### config.mk
export PLATFORM = sky130hd
export DESIGN_NAME = scaled_glyph_cell_rasterizer
export DESIGN_NICKNAME = d
export VERILOG_FILES = /design/src/hdl/sgcr_pkg.sv /design/src/hdl/sgcr_front.sv /design/src/hdl/sgcr_queue.sv /design/src/hdl/sgcr_back.sv /design/src/hdl/scaled_glyph_cell_rasterizer.sv
export SDC_FILE = /design/constraint.sdc
export NUM_CORES = 1
export LEC_CHECK = 0
export ABC_AREA = 1
export BUFFER_PORTS_ARGS = -buffer_cell sky130_fd_sc_hd__buf_2
export CAP_MARGIN = 20
export CORE_MARGIN = 2
export CORE_UTILIZATION = 51
export CTS_BUF_LIST = sky130_fd_sc_hd__clkbuf_4 sky130_fd_sc_hd__clkbuf_8
export CTS_CLUSTER_SIZE = 20
export DETAILED_ROUTE_END_ITERATION = 7
export PLACE_DENSITY = 0.71
export SLEW_MARGIN = 20
export SYNTH_ARGS = -nofsm -noshare
export SYNTH_HDL_FRONTEND = slang
export SYNTH_HIERARCHICAL = 1
export SYNTH_MEMORY_MAX_BITS = 65536
export SYNTH_SLANG_ARGS = --single-unit
### constraint.sdc
create_clock -name clock -period 11.3 [get_ports clock]
set_input_delay 1.13 -clock clock [delete_from_list [all_inputs] [get_ports clock]]
set_output_delay 1.13 -clock clock [all_outputs]
set_load 0.1 [all_outputs]
### src/hdl/sgcr_pkg.sv
// Shared types, constants, font table and colour conversion for the glyph cell rasterizer.
`timescale 1ns / 1ps
package sgcr_pkg;

   localparam int SCREEN_WIDTH_DEF  = 480;
   localparam int SCREEN_HEIGHT_DEF = 320;
   localparam int MAX_SCALE_DEF     = 4;

   localparam int GLYPH_COLS  = 5;
   localparam int GLYPH_ROWS  = 7;
   localparam int CELL_COLS   = 6;
   localparam int MASK_W      = 24;
   localparam int QUEUE_DEPTH = 2;

   typedef enum logic [1:0] {
      CSR_SCALE = 2'd0,
      CSR_FORE  = 2'd1,
      CSR_BACK  = 2'd2
   } csr_index_type;

   // Row 0 is the top glyph row; bit 4 of a row is the leftmost dot.
   typedef logic [0:GLYPH_ROWS-1][GLYPH_COLS-1:0] glyph_type;

   typedef struct packed {
      glyph_type   glyph;
      logic [2:0]  mag;
      logic [4:0]  wid;
      logic [4:0]  hgt;
      logic [9:0]  x0;
      logic [9:0]  y0;
      logic [8:0]  span_end;
      logic [17:0] fg;
      logic [17:0] bg;
   } desc_type;

   localparam glyph_type QMARK_GLYPH = {5'h0E, 5'h11, 5'h01, 5'h02, 5'h04, 5'h00, 5'h04};

   function automatic glyph_type font_lookup(input logic [7:0] code);
      glyph_type g;
      case (code)
         8'd32:   g = {5'h00, 5'h00, 5'h00, 5'h00, 5'h00, 5'h00, 5'h00};
         8'd33:   g = {5'h04, 5'h04, 5'h04, 5'h04, 5'h04, 5'h00, 5'h04};
         8'd37:   g = {5'h18, 5'h19, 5'h02, 5'h04, 5'h08, 5'h13, 5'h03};
         8'd40:   g = {5'h02, 5'h04, 5'h08, 5'h08, 5'h08, 5'h04, 5'h02};
         8'd41:   g = {5'h08, 5'h04, 5'h02, 5'h02, 5'h02, 5'h04, 5'h08};
         8'd43:   g = {5'h00, 5'h04, 5'h04, 5'h1F, 5'h04, 5'h04, 5'h00};
         8'd44:   g = {5'h00, 5'h00, 5'h00, 5'h00, 5'h00, 5'h0C, 5'h08};
         8'd45:   g = {5'h00, 5'h00, 5'h00, 5'h1F, 5'h00, 5'h00, 5'h00};
         8'd46:   g = {5'h00, 5'h00, 5'h00, 5'h00, 5'h00, 5'h0C, 5'h0C};
         8'd47:   g = {5'h01, 5'h02, 5'h04, 5'h08, 5'h10, 5'h00, 5'h00};
         8'd48:   g = {5'h0E, 5'h11, 5'h13, 5'h15, 5'h19, 5'h11, 5'h0E};
         8'd49:   g = {5'h04, 5'h0C, 5'h04, 5'h04, 5'h04, 5'h04, 5'h0E};
         8'd50:   g = {5'h0E, 5'h11, 5'h01, 5'h02, 5'h04, 5'h08, 5'h1F};
         8'd51:   g = {5'h1E, 5'h01, 5'h01, 5'h0E, 5'h01, 5'h01, 5'h1E};
         8'd52:   g = {5'h02, 5'h06, 5'h0A, 5'h12, 5'h1F, 5'h02, 5'h02};
         8'd53:   g = {5'h1F, 5'h10, 5'h10, 5'h1E, 5'h01, 5'h01, 5'h1E};
         8'd54:   g = {5'h0E, 5'h10, 5'h10, 5'h1E, 5'h11, 5'h11, 5'h0E};
         8'd55:   g = {5'h1F, 5'h01, 5'h02, 5'h04, 5'h08, 5'h08, 5'h08};
         8'd56:   g = {5'h0E, 5'h11, 5'h11, 5'h0E, 5'h11, 5'h11, 5'h0E};
         8'd57:   g = {5'h0E, 5'h11, 5'h11, 5'h0F, 5'h01, 5'h01, 5'h0E};
         8'd58:   g = {5'h00, 5'h0C, 5'h0C, 5'h00, 5'h0C, 5'h0C, 5'h00};
         8'd61:   g = {5'h00, 5'h00, 5'h1F, 5'h00, 5'h1F, 5'h00, 5'h00};
         8'd65:   g = {5'h0E, 5'h11, 5'h11, 5'h1F, 5'h11, 5'h11, 5'h11};
         8'd66:   g = {5'h1E, 5'h11, 5'h11, 5'h1E, 5'h11, 5'h11, 5'h1E};
         8'd67:   g = {5'h0E, 5'h11, 5'h10, 5'h10, 5'h10, 5'h11, 5'h0E};
         8'd68:   g = {5'h1E, 5'h11, 5'h11, 5'h11, 5'h11, 5'h11, 5'h1E};
         8'd69:   g = {5'h1F, 5'h10, 5'h10, 5'h1E, 5'h10, 5'h10, 5'h1F};
         8'd70:   g = {5'h1F, 5'h10, 5'h10, 5'h1E, 5'h10, 5'h10, 5'h10};
         8'd71:   g = {5'h0E, 5'h11, 5'h10, 5'h17, 5'h11, 5'h11, 5'h0E};
         8'd72:   g = {5'h11, 5'h11, 5'h11, 5'h1F, 5'h11, 5'h11, 5'h11};
         8'd73:   g = {5'h1F, 5'h04, 5'h04, 5'h04, 5'h04, 5'h04, 5'h1F};
         8'd74:   g = {5'h01, 5'h01, 5'h01, 5'h01, 5'h11, 5'h11, 5'h0E};
         8'd75:   g = {5'h11, 5'h12, 5'h14, 5'h18, 5'h14, 5'h12, 5'h11};
         8'd76:   g = {5'h10, 5'h10, 5'h10, 5'h10, 5'h10, 5'h10, 5'h1F};
         8'd77:   g = {5'h11, 5'h1B, 5'h15, 5'h15, 5'h11, 5'h11, 5'h11};
         8'd78:   g = {5'h11, 5'h11, 5'h19, 5'h15, 5'h13, 5'h11, 5'h11};
         8'd79:   g = {5'h0E, 5'h11, 5'h11, 5'h11, 5'h11, 5'h11, 5'h0E};
         8'd80:   g = {5'h1E, 5'h11, 5'h11, 5'h1E, 5'h10, 5'h10, 5'h10};
         8'd81:   g = {5'h0E, 5'h11, 5'h11, 5'h11, 5'h15, 5'h12, 5'h0D};
         8'd82:   g = {5'h1E, 5'h11, 5'h11, 5'h1E, 5'h14, 5'h12, 5'h11};
         8'd83:   g = {5'h0F, 5'h10, 5'h10, 5'h0E, 5'h01, 5'h01, 5'h1E};
         8'd84:   g = {5'h1F, 5'h04, 5'h04, 5'h04, 5'h04, 5'h04, 5'h04};
         8'd85:   g = {5'h11, 5'h11, 5'h11, 5'h11, 5'h11, 5'h11, 5'h0E};
         8'd86:   g = {5'h11, 5'h11, 5'h11, 5'h11, 5'h11, 5'h0A, 5'h04};
         8'd87:   g = {5'h11, 5'h11, 5'h11, 5'h15, 5'h15, 5'h15, 5'h0A};
         8'd88:   g = {5'h11, 5'h11, 5'h0A, 5'h04, 5'h0A, 5'h11, 5'h11};
         8'd89:   g = {5'h11, 5'h11, 5'h0A, 5'h04, 5'h04, 5'h04, 5'h04};
         8'd90:   g = {5'h1F, 5'h01, 5'h02, 5'h04, 5'h08, 5'h10, 5'h1F};
         8'd91:   g = {5'h0E, 5'h08, 5'h08, 5'h08, 5'h08, 5'h08, 5'h0E};
         8'd93:   g = {5'h0E, 5'h02, 5'h02, 5'h02, 5'h02, 5'h02, 5'h0E};
         8'd95:   g = {5'h00, 5'h00, 5'h00, 5'h00, 5'h00, 5'h00, 5'h1F};
         8'd97:   g = {5'h00, 5'h00, 5'h0E, 5'h01, 5'h0F, 5'h11, 5'h0F};
         8'd98:   g = {5'h10, 5'h10, 5'h16, 5'h19, 5'h11, 5'h11, 5'h1E};
         8'd99:   g = {5'h00, 5'h00, 5'h0E, 5'h10, 5'h10, 5'h10, 5'h0E};
         8'd100:  g = {5'h01, 5'h01, 5'h0D, 5'h13, 5'h11, 5'h11, 5'h0F};
         8'd101:  g = {5'h00, 5'h00, 5'h0E, 5'h11, 5'h1F, 5'h10, 5'h0E};
         8'd102:  g = {5'h06, 5'h09, 5'h08, 5'h1C, 5'h08, 5'h08, 5'h08};
         8'd103:  g = {5'h00, 5'h0F, 5'h11, 5'h11, 5'h0F, 5'h01, 5'h0E};
         8'd104:  g = {5'h10, 5'h10, 5'h16, 5'h19, 5'h11, 5'h11, 5'h11};
         8'd105:  g = {5'h04, 5'h00, 5'h0C, 5'h04, 5'h04, 5'h04, 5'h0E};
         8'd106:  g = {5'h02, 5'h00, 5'h06, 5'h02, 5'h02, 5'h12, 5'h0C};
         8'd107:  g = {5'h10, 5'h10, 5'h12, 5'h14, 5'h18, 5'h14, 5'h12};
         8'd108:  g = {5'h0C, 5'h04, 5'h04, 5'h04, 5'h04, 5'h04, 5'h0E};
         8'd109:  g = {5'h00, 5'h00, 5'h1A, 5'h15, 5'h15, 5'h15, 5'h15};
         8'd110:  g = {5'h00, 5'h00, 5'h16, 5'h19, 5'h11, 5'h11, 5'h11};
         8'd111:  g = {5'h00, 5'h00, 5'h0E, 5'h11, 5'h11, 5'h11, 5'h0E};
         8'd112:  g = {5'h00, 5'h1E, 5'h11, 5'h11, 5'h1E, 5'h10, 5'h10};
         8'd113:  g = {5'h00, 5'h0F, 5'h11, 5'h11, 5'h0F, 5'h01, 5'h01};
         8'd114:  g = {5'h00, 5'h00, 5'h16, 5'h19, 5'h10, 5'h10, 5'h10};
         8'd115:  g = {5'h00, 5'h00, 5'h0F, 5'h10, 5'h0E, 5'h01, 5'h1E};
         8'd116:  g = {5'h08, 5'h08, 5'h1C, 5'h08, 5'h08, 5'h09, 5'h06};
         8'd117:  g = {5'h00, 5'h00, 5'h11, 5'h11, 5'h11, 5'h13, 5'h0D};
         8'd118:  g = {5'h00, 5'h00, 5'h11, 5'h11, 5'h11, 5'h0A, 5'h04};
         8'd119:  g = {5'h00, 5'h00, 5'h11, 5'h11, 5'h15, 5'h15, 5'h0A};
         8'd120:  g = {5'h00, 5'h00, 5'h11, 5'h0A, 5'h04, 5'h0A, 5'h11};
         8'd121:  g = {5'h00, 5'h00, 5'h11, 5'h11, 5'h0F, 5'h01, 5'h0E};
         8'd122:  g = {5'h00, 5'h00, 5'h1F, 5'h02, 5'h04, 5'h08, 5'h1F};
         default: g = QMARK_GLYPH;
      endcase
      return g;
   endfunction

   // v * 255 / 31, top 6 bits; a 32-entry table.
   function automatic logic [5:0] chan5_to6(input logic [4:0] v);
      logic [5:0] r;
      r = '0;
      for (int i = 0; i < 32; i++) begin
         if (v == 5'(i)) r = 6'((i * 255 / 31) >> 2);
      end
      return r;
   endfunction

   // v * 255 / 63, top 6 bits; a 64-entry table.
   function automatic logic [5:0] chan6_to6(input logic [5:0] v);
      logic [5:0] r;
      r = '0;
      for (int i = 0; i < 64; i++) begin
         if (v == 6'(i)) r = 6'((i * 255 / 63) >> 2);
      end
      return r;
   endfunction

   function automatic logic [17:0] rgb565_to_666(input logic [15:0] c);
      return {chan5_to6(c[15:11]), chan6_to6(c[10:5]), chan5_to6(c[4:0])};
   endfunction

   // Stretch one glyph row by the magnification; the sixth cell column stays clear.
   function automatic logic [MASK_W-1:0] expand_row(input logic [GLYPH_COLS-1:0] bits,
                                                    input logic [2:0] mag);
      logic [MASK_W-1:0] m;
      int col;
      m = '0;
      for (int px = 0; px < MASK_W; px++) begin
         case (mag)
            3'd1:    col = px;
            3'd2:    col = px / 2;
            3'd3:    col = px / 3;
            default: col = px / 4;
         endcase
         if (col < GLYPH_COLS) m[px] = bits[GLYPH_COLS-1-col];
      end
      return m;
   endfunction

endpackage

### src/hdl/sgcr_front.sv
// Front end: configuration registers, word classification and cell setup.
`timescale 1ns / 1ps
module sgcr_front import sgcr_pkg::*; #(
   parameter int SCREEN_WIDTH  = SCREEN_WIDTH_DEF,
   parameter int SCREEN_HEIGHT = SCREEN_HEIGHT_DEF,
   parameter int MAX_SCALE     = MAX_SCALE_DEF
) (
   input  logic        clock,
   input  logic        reset,
   input  logic        csr_we,
   input  logic [1:0]  csr_index,
   input  logic [15:0] csr_wdata,
   input  logic        req_push,
   input  logic [7:0]  req_char_code,
   input  logic [9:0]  req_pos_x,
   input  logic [9:0]  req_pos_y,
   input  logic        q_full,
   output logic        q_push,
   output desc_type    q_desc
);

   localparam logic [10:0] SW_L   = 11'(SCREEN_WIDTH);
   localparam logic [10:0] SH_L   = 11'(SCREEN_HEIGHT);
   localparam logic [2:0]  MAXS_L = 3'(MAX_SCALE);

   logic [2:0]  scale_ff, scale_in;
   logic [15:0] fore_ff, fore_in;
   logic [15:0] back_ff, back_in;

   logic [2:0]  mag;
   logic [4:0]  wid_full, hgt_full, wid, hgt;
   logic [10:0] x_ext, y_ext, x_sum, y_sum, x_last;
   logic        visible;

   always_comb begin
      scale_in = scale_ff;
      fore_in  = fore_ff;
      back_in  = back_ff;
      if (csr_we) begin
         case (csr_index_type'(csr_index))
            CSR_SCALE: scale_in = csr_wdata[2:0];
            CSR_FORE:  fore_in  = csr_wdata;
            CSR_BACK:  back_in  = csr_wdata;
            default:   ;
         endcase
      end
   end

   always_ff @(posedge clock) begin
      if (reset) begin
         scale_ff <= 3'd1;
         fore_ff  <= 16'hFFFF;
         back_ff  <= 16'h0000;
      end else begin
         scale_ff <= scale_in;
         fore_ff  <= fore_in;
         back_ff  <= back_in;
      end
   end

   always_comb begin
      mag      = (scale_ff > MAXS_L) ? MAXS_L : scale_ff;
      wid_full = 5'({2'b00, mag} * 5'd6);
      hgt_full = 5'({2'b00, mag} * 5'd7);
      x_ext    = {1'b0, req_pos_x};
      y_ext    = {1'b0, req_pos_y};
      x_sum    = x_ext + 11'(wid_full);
      y_sum    = y_ext + 11'(hgt_full);
      // clip the cell at the right and bottom screen edges
      wid      = (x_sum > SW_L) ? 5'(SW_L - x_ext) : wid_full;
      hgt      = (y_sum > SH_L) ? 5'(SH_L - y_ext) : hgt_full;
      x_last   = x_ext + 11'(wid) - 11'd1;
      visible  = (scale_ff != 3'd0) && (x_ext < SW_L) && (y_ext < SH_L);
   end

   // drop words that draw nothing
   assign q_push = req_push && !q_full && visible;

   always_comb begin
      q_desc.glyph    = font_lookup(req_char_code);
      q_desc.mag      = mag;
      q_desc.wid      = wid;
      q_desc.hgt      = hgt;
      q_desc.x0       = req_pos_x;
      q_desc.y0       = req_pos_y;
      q_desc.span_end = x_last[8:0];
      q_desc.fg       = rgb565_to_666(fore_ff);
      q_desc.bg       = rgb565_to_666(back_ff);
   end

endmodule

### src/hdl/sgcr_queue.sv
// Short queue of cell descriptors between front and back end.
`timescale 1ns / 1ps
module sgcr_queue import sgcr_pkg::*; (
   input  logic     clock,
   input  logic     reset,
   input  logic     push,
   input  desc_type push_desc,
   output logic     full,
   input  logic     pop,
   output logic     empty,
   output desc_type head
);

   localparam int PTR_W = (QUEUE_DEPTH > 1) ? $clog2(QUEUE_DEPTH) : 1;
   localparam int CNT_W = $clog2(QUEUE_DEPTH + 1);

   desc_type          slot_ff [QUEUE_DEPTH];
   logic [PTR_W-1:0]  wr_ptr_ff, wr_ptr_in;
   logic [PTR_W-1:0]  rd_ptr_ff, rd_ptr_in;
   logic [CNT_W-1:0]  count_ff, count_in;
   logic              do_push, do_pop;

   assign full    = (count_ff == CNT_W'(QUEUE_DEPTH));
   assign empty   = (count_ff == '0);
   assign head    = slot_ff[rd_ptr_ff];
   assign do_push = push && !full;
   assign do_pop  = pop && !empty;

   function automatic logic [PTR_W-1:0] ptr_next(input logic [PTR_W-1:0] p);
      return (p == PTR_W'(QUEUE_DEPTH - 1)) ? '0 : p + PTR_W'(1);
   endfunction

   always_comb begin
      wr_ptr_in = do_push ? ptr_next(wr_ptr_ff) : wr_ptr_ff;
      rd_ptr_in = do_pop ? ptr_next(rd_ptr_ff) : rd_ptr_ff;
      count_in  = count_ff;
      if (do_push && !do_pop) count_in = count_ff + CNT_W'(1);
      else if (do_pop && !do_push) count_in = count_ff - CNT_W'(1);
   end

   always_ff @(posedge clock) begin
      if (reset) begin
         wr_ptr_ff <= '0;
         rd_ptr_ff <= '0;
         count_ff  <= '0;
      end else begin
         wr_ptr_ff <= wr_ptr_in;
         rd_ptr_ff <= rd_ptr_in;
         count_ff  <= count_in;
      end
   end

   always_ff @(posedge clock) begin
      if (do_push) slot_ff[wr_ptr_ff] <= push_desc;
   end

endmodule

### src/hdl/sgcr_back.sv
// Back end: walks the rows of the head cell and holds one result word for the receiver.
`timescale 1ns / 1ps
module sgcr_back import sgcr_pkg::*; (
   input  logic        clock,
   input  logic        reset,
   input  logic        q_empty,
   input  desc_type    q_head,
   output logic        q_pop,
   output logic        rsp_empty,
   input  logic        rsp_pop,
   output logic [8:0]  rsp_screen_row,
   output logic [8:0]  rsp_span_start,
   output logic [8:0]  rsp_span_end,
   output logic [23:0] rsp_pixel_mask,
   output logic [17:0] rsp_fore_rgb666,
   output logic [17:0] rsp_back_rgb666,
   output logic        rsp_last_row
);

   logic [4:0]  row_ff, row_in;     // screen row within the cell
   logic [1:0]  sub_ff, sub_in;     // repeat count of the current glyph row
   logic [2:0]  grow_ff, grow_in;   // glyph row
   logic        out_valid_ff, out_valid_in;

   logic [8:0]        screen_row_ff;
   logic [8:0]        span_start_ff;
   logic [8:0]        span_end_ff;
   logic [MASK_W-1:0] mask_ff;
   logic [17:0]       fg_ff, bg_ff;
   logic              last_ff;

   logic              emit, last;
   logic [MASK_W-1:0] wid_mask, row_mask;
   logic [9:0]        y_row;

   assign emit = !q_empty && (!out_valid_ff || rsp_pop);
   assign last = (row_ff == q_head.hgt - 5'd1);
   assign q_pop = emit && last;

   always_comb begin
      for (int px = 0; px < MASK_W; px++) begin
         wid_mask[px] = (5'(px) < q_head.wid);
      end
      row_mask = expand_row(q_head.glyph[grow_ff], q_head.mag) & wid_mask;
      y_row    = q_head.y0 + 10'(row_ff);
   end

   always_comb begin
      row_in       = row_ff;
      sub_in       = sub_ff;
      grow_in      = grow_ff;
      out_valid_in = out_valid_ff;
      if (rsp_pop) out_valid_in = 1'b0;
      if (emit) begin
         out_valid_in = 1'b1;
         if (last) begin
            row_in  = '0;
            sub_in  = '0;
            grow_in = '0;
         end else begin
            row_in = row_ff + 5'd1;
            // advance to the next glyph row once it has been repeated mag times
            if ({1'b0, sub_ff} == q_head.mag - 3'd1) begin
               sub_in  = '0;
               grow_in = grow_ff + 3'd1;
            end else begin
               sub_in = sub_ff + 2'd1;
            end
         end
      end
   end

   always_ff @(posedge clock) begin
      if (reset) begin
         row_ff       <= '0;
         sub_ff       <= '0;
         grow_ff      <= '0;
         out_valid_ff <= 1'b0;
      end else begin
         row_ff       <= row_in;
         sub_ff       <= sub_in;
         grow_ff      <= grow_in;
         out_valid_ff <= out_valid_in;
      end
   end

   always_ff @(posedge clock) begin
      if (emit) begin
         screen_row_ff <= y_row[8:0];
         span_start_ff <= q_head.x0[8:0];
         span_end_ff   <= q_head.span_end;
         mask_ff       <= row_mask;
         fg_ff         <= q_head.fg;
         bg_ff         <= q_head.bg;
         last_ff       <= last;
      end
   end

   assign rsp_empty       = !out_valid_ff;
   assign rsp_screen_row  = screen_row_ff;
   assign rsp_span_start  = span_start_ff;
   assign rsp_span_end    = span_end_ff;
   assign rsp_pixel_mask  = mask_ff;
   assign rsp_fore_rgb666 = fg_ff;
   assign rsp_back_rgb666 = bg_ff;
   assign rsp_last_row    = last_ff;

endmodule

### src/hdl/scaled_glyph_cell_rasterizer.sv
// Top level of the scaled 5x7 glyph cell rasterizer.
//
// Request side is a queue input: a word (char_code, pos_x, pos_y) is taken on a clock
// edge with req_push high and req_full low. Result side is a queue output: while
// rsp_empty is low the oldest row word sits on the rsp_ ports and rsp_pop takes it.
// Each character gives one word per drawn screen row, top to bottom, rsp_last_row
// marking the final one; off-screen cells and scale 0 give no words at all.
// The csr_ port writes scale_factor, fore_color and back_color on any edge with csr_we
// high; write it only while nothing is in flight.
// A taken word enters the descriptor queue, then its first row word is registered out.
// Throughput: one row word per cycle while the receiver keeps up; a cell gives one word
// per drawn row (up to 7 times the scale, at most 28), set by the back end's row walk over the head
// descriptor. A two-entry descriptor queue lets the front take further words while
// the back end draws; req_full rises when it is full.
// When the receiver stalls, the held row word waits and the row walk pauses with it.
// Reset (synchronous, active high) empties queue and output and restores the
// registers to scale 1, white foreground, black background.
`timescale 1ns / 1ps
module scaled_glyph_cell_rasterizer import sgcr_pkg::*; #(
   parameter int SCREEN_WIDTH  = SCREEN_WIDTH_DEF,
   parameter int SCREEN_HEIGHT = SCREEN_HEIGHT_DEF,
   parameter int MAX_SCALE     = MAX_SCALE_DEF
) (
   input  logic        clock,
   input  logic        reset,
   input  logic        csr_we,
   input  logic [1:0]  csr_index,
   input  logic [15:0] csr_wdata,
   input  logic        req_push,
   output logic        req_full,
   input  logic [7:0]  req_char_code,
   input  logic [9:0]  req_pos_x,
   input  logic [9:0]  req_pos_y,
   output logic        rsp_empty,
   input  logic        rsp_pop,
   output logic [8:0]  rsp_screen_row,
   output logic [8:0]  rsp_span_start,
   output logic [8:0]  rsp_span_end,
   output logic [23:0] rsp_pixel_mask,
   output logic [17:0] rsp_fore_rgb666,
   output logic [17:0] rsp_back_rgb666,
   output logic        rsp_last_row
);

   logic     q_push, q_full, q_pop, q_empty;
   desc_type q_desc, q_head;

   assign req_full = q_full;

   sgcr_front #(
      .SCREEN_WIDTH  (SCREEN_WIDTH),
      .SCREEN_HEIGHT (SCREEN_HEIGHT),
      .MAX_SCALE     (MAX_SCALE)
   ) u_front (
      .clock         (clock),
      .reset         (reset),
      .csr_we        (csr_we),
      .csr_index     (csr_index),
      .csr_wdata     (csr_wdata),
      .req_push      (req_push),
      .req_char_code (req_char_code),
      .req_pos_x     (req_pos_x),
      .req_pos_y     (req_pos_y),
      .q_full        (q_full),
      .q_push        (q_push),
      .q_desc        (q_desc)
   );

   sgcr_queue u_queue (
      .clock     (clock),
      .reset     (reset),
      .push      (q_push),
      .push_desc (q_desc),
      .full      (q_full),
      .pop       (q_pop),
      .empty     (q_empty),
      .head      (q_head)
   );

   sgcr_back u_back (
      .clock           (clock),
      .reset           (reset),
      .q_empty         (q_empty),
      .q_head          (q_head),
      .q_pop           (q_pop),
      .rsp_empty       (rsp_empty),
      .rsp_pop         (rsp_pop),
      .rsp_screen_row  (rsp_screen_row),
      .rsp_span_start  (rsp_span_start),
      .rsp_span_end    (rsp_span_end),
      .rsp_pixel_mask  (rsp_pixel_mask),
      .rsp_fore_rgb666 (rsp_fore_rgb666),
      .rsp_back_rgb666 (rsp_back_rgb666),
      .rsp_last_row    (rsp_last_row)
   );

endmodule
After elaboration in Yosys (flattened, before gate mapping) --
Memory sizes are Yosys's and may differ from the RTL's. A register that Yosys moved wholly into a read port is not among the register bits. Index checks and enable logic that the tools add are counted.
Storage, ports and cells: RAM bits 226, memories kept 2, bits in registers 138, memory bits (read-only) 4480
Operators by class: mux-type cells 387, reduce and logical (&&, ||, !) cells 27, bitwise operators 2, equality and inequality tests 258, multipliers 2, magnitude comparators 76, add/sub/neg operators 39
Memories:
- (no name shown) | depth 128, bits a word 35, rd ports 1, clocked after memory_dff 0, wr ports 0, line sgcr_pkg.sv:40 | case (code)
- u_queue.slot_ff | depth 2, bits a word 113, rd ports 1, clocked after memory_dff 1, wr ports 1, line sgcr_queue.sv:17 | desc_type slot_ff [QUEUE_DEPTH];
Operators with widths (number):
- 6-bit two-way mux | 128
- 32-bit by 5-bit < comparator with 1-bit output (second input constant) | 23
- 6-bit equality test (second input constant) | 64
- 5-bit two-way mux | 69
- 5-bit equality test (second input constant) | 64
- 6-bit by 5-bit equality test with 1-bit output (second input constant) | 32
- 5-bit by 4-bit equality test with 1-bit output (second input constant) | 32
- 4-bit two-way mux | 32
- 5-bit one-hot mux with 3 select lines | 8
- 6-bit by 4-bit equality test with 1-bit output (second input constant) | 16
- 4-bit one-hot mux with 3 select lines | 7
- 5-bit by 3-bit equality test with 1-bit output (second input constant) | 16
- 1-bit two-way mux | 80
- 1-bit binary-select mux with 3-bit select | 23
- 32-bit by 4-bit < comparator with 1-bit output (second input constant) | 2
- 4-bit by 32-bit subtractor with 32-bit output (first input constant) | 2
- 3-bit two-way mux | 19
- 6-bit by 3-bit equality test with 1-bit output (second input constant) | 8
- 3-bit by 5-bit subtractor with 6-bit output (first input constant) | 8
- 5-bit by 2-bit equality test with 1-bit output (second input constant) | 8
- 4-bit by 5-bit < comparator with 1-bit output (first input constant) | 8
- 5-bit by 3-bit < comparator with 1-bit output (second input constant) | 8
- 5-bit < comparator (first input constant) | 8
- 3-bit by 4-bit subtractor with 5-bit output (first input constant) | 8
- other kinds (51) | 118

Logic depth before layout (Yosys ltp) --
Gate-level depths: netlist (run 1).
depth in word-level cells 64, mapped depth 30

Modules after synthesis --
The synthesis (run 1) kept the hierarchy.
By module, submodules not included:
- sgcr_queue | times used 1, area each 8689.6 um^2, cells each 389
- sgcr_front | times used 1, area each 6137.1 um^2, cells each 1104
- sgcr_back | times used 1, area each 5355.1 um^2, cells each 578

Worst setup path after synthesis (run 1) --
No wires, ideal clock.
path kind input to register, start input req_pos_x[6], end memory u_queue/slot_ff[0][0] (netlist name), enable pin, library setup time 587 ps, cell stages on the path 6, setup slack 4185 ps, data arrival time 6528 ps, path buffers 0, cell sequence ha_1 nand3_1 nand3_1 nor3b_1 o21ai_0 nor2_1
On the way: longest elaborated chain between the ends 7
Ends and longest elaborated chain:
- start, declared | line scaled_glyph_cell_rasterizer.sv:32 | input logic [9:0] req_pos_x,
- 10-bit by 9-bit < comparator with 1-bit output | line sgcr_front.sv:73 | visible = (scale_ff != 3'd0) && (x_ext < SW_L) && (y_ext < SH_L);
- 1-bit logical AND (2 in a row) | line sgcr_front.sv:73
- 1-bit logical AND | line sgcr_front.sv:77 | assign q_push = req_push && !q_full && visible;
- named net q_push | line scaled_glyph_cell_rasterizer.sv:45 | logic q_push, q_full, q_pop, q_empty;
- 1-bit logical AND | line sgcr_queue.sv:26 | assign do_push = push && !full;
- 1-bit two-way mux | line sgcr_queue.sv:54 | if (do_push) slot_ff[wr_ptr_ff] <= push_desc;
- 1-bit two-way mux (implied by the code) | line sgcr_queue.sv:54
- end, declared | line sgcr_queue.sv:17
The timed path passes the listed nets, and every way through them passes these cells.

==> impl_metrics.tcl, run 1 <==
set metrics [dict create \
    final_common_cell "nand2_1" \
    via_per_inst 5.627 \
    wirelength_um 54540 \
    drt_first_pass_iters 6 \
    dp.cells 2616 \
    grt_antenna_before_repair 0 \
    fin_tns_setup_ns 0 \
    tritoncts "yes" \
    die_h_um 202.1 \
    tightest_slew_ns 1.133 \
    critPathLaunchType "flip-flop" \
    status "finished clean" \
    layout_common_cells "nand2_1, edfxtp_1, inv_1" \
    fin_nets 2288 \
    ios 141 \
    comb_power_share 0.172 \
    grt_usage 0.2643 \
    place_hpwl_um 38070 \
    initial_utilization 0.5167 \
    drt_iter0_drc 1371 \
    cts_htree_levels 2 \
    rsz0062_at_grt "no" \
    die_area_um2 40850 \
    crit_type "flip-flop to flip-flop" \
    avgSynthCellArea_um2 9.703 \
    finClkSkew_ns 0.05198 \
    grt_pass1_vias 15040 \
    power.internal_w 0.002225 \
    yosysWarnings 6 \
    area_growth_pct 9.983 \
    hold_start "u_front/fore_ff[4]" \
    r2r_start "u_front/scale_ff[2]" \
    p_switching_w 0.0009191 \
    ant_nets 0 \
    worstPathArrival_ns 5.94 \
    min_period_over_period 0.4952 \
    p_leak_nw 9.242 \
    detailroute.via_count 15330 \
    die_w_um 202.1 \
    fin_cells 2724 \
    switching_share 0.2923 \
    grt_pass1_wl_um 83950 \
    finalMaxSlewViolations 0 \
    utilization 0.5683 \
    cts.reportedPaths.clkPinSlew_ns 0.06 \
    cts_setup_buffers 0 \
    drive_above_1_share 0.1905 \
    holdBufCountCts 0 \
    cts-resized-gates 0 \
    critPathCaptureType "flip-flop" \
    worstHoldPathType "flip-flop to flip-flop" \
    r2r-end "u_queue/slot_ff[0][43]" \
    wl_per_cell_um 20.02 \
    whs_endpoint "u_queue/slot_ff[1][23]" \
    worst_ep_required_time_ns 11.64 \
    peakVddDrop_uv 104.3 \
    ff2ff_path_depth 27 \
    maxCapViolCount 0 \
    syn_area_um2 20020 \
    cts_buffers 57 \
    numClockSinks 361 \
    synth_cells 2063 \
    power_density_nw_per_um2 142.8 \
    r2r_setup_slack_ns 5.70 \
    port_buffers 140 \
    grt_max_degree 66 \
    setup_viol 0 \
    cts-root-buf "clkbuf_8" \
    clkPwrFrac 0.346 \
    seq_power_share 0.482 \
    clockBufferDepth 3 \
    drc_errors 0 \
    relSlewSlack 0.2422 \
    max_freq_mhz 178.7 \
    rows 72 \
    gp_congestion 0.9873 \
    min_period_ns 5.596 \
    final_hold_viol_count 0 \
    core_area_um2 38740 \
    cp_max_fo 9 \
    overflow 0 \
    insertion_delay_ns 0.64 \
    hold_depth 0 \
]
-- area by class of cell --
class	count	area, µm²
fillers	3391	16720
flip-flops and latches	361	10330
multi-input cells	1343	8152
clock buffers	79	987.2
inverters	236	897.1
repair buffers	158	835.8
well taps	518	648.1
clock inverters	28	158.9
diodes	1	2.502
-- power by group through the flow --
stage | clock (W) | sequential [W] | combinational [W]
floorplan | 0 | 0.00165 | 0.000286
global placement | 0 | 0.00154 | 0.000524
detailed placement | 0 | 0.00154 | 0.000529
CTS | 0.00112 | 0.00152 | 0.000531
global route | 0.00118 | 0.00152 | 0.000582
finish | 0.00109 | 0.00152 | 0.000540
-- routing by layer --
| layer | share of wire | global-route usage | wire length, µm |
|---|---|---|---|
| met3 | 0.068 | 0.04628 | 3697 |
| met1 | 0.41 | 0.3404 | 22590 |
| met2 | 0.48 | 0.4427 | 26200 |
| met5 | 0 | 0 | 0 |
| met4 | 0.038 | 0.1095 | 2051 |
-- critical path, stage by stage (launching register included) --
cell     delay (ns)
dfxtp_1        0.42
inv_1          0.16
o21ai_0        0.60
inv_1          0.19
ha_1           0.25
inv_1          0.07
fa_1           0.19
xor2_1         0.23
inv_1          0.11
ha_1           0.34
a21oi_1        0.21
nand2_1        0.11
nand2_1        0.09
nor2_1         0.06
o21ai_2        0.36
nand2_4        0.15
nand2_1        0.08
nand2_1        0.05
ha_1           0.27
inv_1          0.07
ha_1           0.16
inv_1          0.05
fa_1           0.39
o21ai_0        0.32
a21oi_1        0.12
nor2_1         0.10
nor2_1         0.05
xnor2_1        0.13
-- through the flow --
stage | total power (W) | cell area (µm²) | hold WS (ns) | worst slack [ns]
3_3_place_gp | 0.002066 | 20870 | 0.4304 | 6.000
3_5_place_dp | 0.002073 | 20870 | 0.4377 | 5.747
4_1_cts | 0.003164 | 22010 | 0.4421 | 5.750
6_report | 0.003144 | 22010 | 0.4346 | 5.704
5_1_grt | 0.003281 | 22010 | 0.4443 | 5.215
2_1_floorplan | 0.001939 | 20030 | 0.4270 | 4.271
-- registers in the layout, indices dropped and copies added (netlist names), named ones only --
name	cells
u_queue/rd_ptr_ff	1
u_back/rsp_screen_row	9
u_front/fore_ff	16
u_front/scale_ff	3
u_queue/count_ff	2
u_back/rsp_span_start	9
u_back/sub_ff	2
u_back/grow_ff	3
u_queue/wr_ptr_ff	1
u_back/rsp_fore_rgb666	18
u_front/back_ff	16
u_queue/slot_ff	222
u_back/rsp_span_end	9
u_back/rsp_pixel_mask	24
u_back/rsp_back_rgb666	18
u_back/row_ff	5
u_back/out_valid_ff	1
u_back/rsp_last_row	1
-- worst max path at each step --
| stage | start | endpoint | slack [ns] | cells past startpoint |
|---|---|---|---|---|
| 3_5_place_dp | u_front/scale_ff[2] | u_queue/slot_ff[0][43] | 5.75 | 29 |
| 5_1_grt | u_front/scale_ff[2] | u_queue/slot_ff[0][43] | 5.21 | 29 |
| 4_1_cts | u_front/scale_ff[2] | u_queue/slot_ff[0][43] | 5.75 | 29 |
| 6_report | u_front/scale_ff[2] | u_queue/slot_ff[0][43] | 5.70 | 27 |
| 3_3_place_gp | u_front/scale_ff[2] | u_queue/slot_ff[0][43] | 6.00 | 29 |
| 2_1_floorplan | req_pos_x[6] | u_queue/slot_ff[0][0] | 4.27 | 6 |
Note: power is estimated with default switching activity, not from simulation.
==> inputs of run 2 (changes only) <==
--- a/config.mk
+++ b/config.mk
@@ -5,7 +5,7 @@
 export SDC_FILE = /design/constraint.sdc
 export NUM_CORES = 1
 export LEC_CHECK = 0
-export ABC_AREA = 1
+export ABC_AREA = 0
 export BUFFER_PORTS_ARGS = -buffer_cell sky130_fd_sc_hd__buf_2
 export CAP_MARGIN = 20
 export CORE_MARGIN = 2
==> constraint.sdc (replaced) <==
create_clock -name clock -period 5.3 [get_ports clock]
set_input_delay 0.53 -clock clock [delete_from_list [all_inputs] [get_ports clock]]
set_output_delay 0.53 -clock clock [all_outputs]
set_load 0.1 [all_outputs]
==> run 2 against run 1 <==
Clock power rose by 110%; final cell count decreased by 12%; total power rose by 110%; synthesized area about the same; routed wire length is 4.4% lower; die area barely moved; first-iteration DRC count is 20% higher; setup slack worse by 5.4 ns; critical path type unchanged.
==> impl_metrics.tcl, run 2 <==
set metrics [dict create \
    min_period_ns 4.951 \
    critical_path_buf_inv_count 5 \
    layout_common_cells "edfxtp_1, nand2_1, buf_2" \
    route.met3.wl_um 4007 \
    holdBufCountCts 0 \
    seq_power_share 0.486 \
    switching_share 0.2816 \
    placed_cell_area_um2 20740 \
    grt_antenna_before_repair 0 \
    syn_area_um2 20000 \
    power.internal_w 0.004756 \
    worstPathArrival_ns 5.30 \
    finalMaxSlewViolations 0 \
    worst_ep_required_time_ns 5.65 \
    clkPwrFrac 0.347 \
    antenna_cells_inserted 0 \
    finClkSkew_ns 0.04391 \
    rsz0062_at_grt "no" \
    via_per_inst 6.024 \
    tritoncts "yes" \
    grt_pass1_vias 14280 \
    dp_slack_ns -0.1015 \
    wl_met2_um 24040 \
    die_area_um2 40810 \
    min_period_over_period 0.9341 \
    p_switching_w 0.001865 \
    crit_type "flip-flop to flip-flop" \
    final_common_cell "edfxtp_1" \
    drt_first_pass_iters 8 \
    clockBufferDepth 3 \
    fin_nets 1959 \
    wl_per_cell_um 21.81 \
    fin_area_um2 21940 \
    detailroute.via_count 14400 \
    cts_htree_levels 2 \
    dr.max_layer_used "met4" \
    max_freq_mhz 202.0 \
    power_w 0.006620 \
    gp_congestion 1.007 \
    relSlewSlack 0.2793 \
    drive_above_1_share 0.2290 \
    maxCapViolCount 0 \
    port_buffers 140 \
    final_hold_viol_count 0 \
    fillers 3225 \
    status "finished clean" \
    synth_cells 1758 \
    rows 72 \
    largest_reg_flops 222 \
    die_h_um 202.0 \
    ios 141 \
    numClockSinks 361 \
    worstHoldPathType "input pin to flip-flop" \
    overflow 0 \
    whs_ns 0.1692 \
    peakVddDrop_uv 265.5 \
    insertion_delay_ns 0.63 \
    wl_met1_um 22240 \
    fin_cells 2391 \
    crit_slowest_cell "fa_2" \
    grt_max_degree 90 \
    power_density_nw_per_um2 301.7 \
    setup_viol 0 \
    grt_pass1_wl_um 81200 \
    p_leak_nw 8.122 \
    area_growth_pct 9.722 \
    tightest_slew_ns 1.079 \
    cpPeakStageDelay_ns 0.55 \
    cp_max_fo 7 \
    die_w_um 202.0 \
    drc_errors 0 \
    setup_slack_ns 0.3492 \
    avgSynthCellArea_um2 11.38 \
    yosysWarnings 6 \
    drt_iter0_drc 1639 \
    crit_chain "inv_1 -> nand2_2 -> inv_2 -> ha_1 -> inv_1 -> fa_2 -> inv_1 -> ha_1 -> a21o_1 -> a21o_1 -> o31a_1 -> o21bai_2 -> mux2_2 -> ha_1 -> inv_1 -> ha_1 -> a21oi_1 -> nand2b_1 -> a21oi_1 -> o41ai_1 -> xor2_1" \
    ant_nets 0 \
    critPathLaunchType "flip-flop" \
    place_hpwl_um 35350 \
    regMostFlops "u_queue/slot_ff" \
    cp_top_family "adder cells" \
    cts.reportedPaths.clkPinSlew_ns 0.07 \
    cts-root-buf "clkbuf_8" \
    comb_power_share 0.167 \
    grt_usage 0.2524 \
    core_area_um2 38650 \
    cts_buffers 57 \
    dp.cells 2285 \
    wirelength_um 52150 \
    critPathCaptureType "flip-flop" \
    initial_utilization 0.5175 \
]
-- run 2: changes by cell type in the layout (fill, tap and decap cells not counted), moves of 25 or more --
cell,before,now
nor3_1,24,55
nand2b_1,0,25
inv_1,217,67
nand2_1,387,163
mux2i_1,0,27
nor2b_1,0,26
nand3_1,153,14
nor2_1,176,93
-- run 2: final cells by class --
cell class	instances	area (µm²)	area share
multi-input combinational	1173	8671	0.3951
clock inverter	23	136.4	0.006215
sequential	361	10330	0.4710
inverter	73	279.0	0.01272
timing repair buffer	162	890.9	0.04060
clock buffer	81	983.4	0.04482
tap	518	648.1	0.02954
-- run 2: power groups by stage --
| stage | clock network (W) | registers, W | logic, W |
|---|---|---|---|
| floorplan | 0 | 0.00351 | 0.000586 |
| global placement | 0 | 0.00328 | 0.00106 |
| CTS | 0.00236 | 0.00322 | 0.00107 |
| global route | 0.00247 | 0.00323 | 0.00117 |
| finish | 0.00230 | 0.00322 | 0.00110 |
| detailed placement | 0 | 0.00328 | 0.00107 |
-- run 2: layer usage --
metal	up-vias	GRT usage
li1	6612	-
met1	6979	0.3497
met2	670	0.3941
met3	142	0.04466
met4	0	0.1035
met5	-	0
-- run 2: metrics by stage --
| stage | util | TNS (ns) |
|---|---|---|
| 2_1_floorplan | - | 0 |
| 3_3_place_gp | 0.5367 | 0 |
| 3_5_place_dp | 0.5367 | -0.3392 |
| 4_1_cts | 0.5658 | 0 |
| 5_1_grt | 0.5678 | 0 |
| 6_report | 0.5678 | 0 |
-- run 2: repair_timing --
action / in CTS / in global routing
gates resized for setup: 1 / 14
endpoints found under the setup margin: 4 / 8
endpoints found under the hold margin: 0 / 0
pin swaps: 0 / 3
setup buffers: 0 / 2
-- run 2: worst paths after layout --
kind / start / end / slack, ns / depth (start not counted)
worst min register to register: u_front/back_ff[7] / u_queue/slot_ff[0][8] / 0.45 / 0
worst max-delay path: u_front/scale_ff[2] / u_queue/slot_ff[1][44] / 0.35 / 21
worst min-delay path: csr_wdata[15] / u_front/fore_ff[15] / 0.17 / 3
worst max register to register: u_front/scale_ff[2] / u_queue/slot_ff[1][44] / 0.35 / 21
-- run 2: worst reg2reg max path, delay by kind of cell, from the launching register on --
family | cells | cell delay (ns)
XOR/XNOR | 1 | 0.13
adder cells (fa/ha/maj) | 5 | 1.67
flip-flops | 1 | 0.36
multiplexers | 1 | 0.38
AND/OR/NAND/NOR | 2 | 0.25
AO/OA/AOI/OAI | 7 | 1.56
buffers and inverters | 5 | 0.35
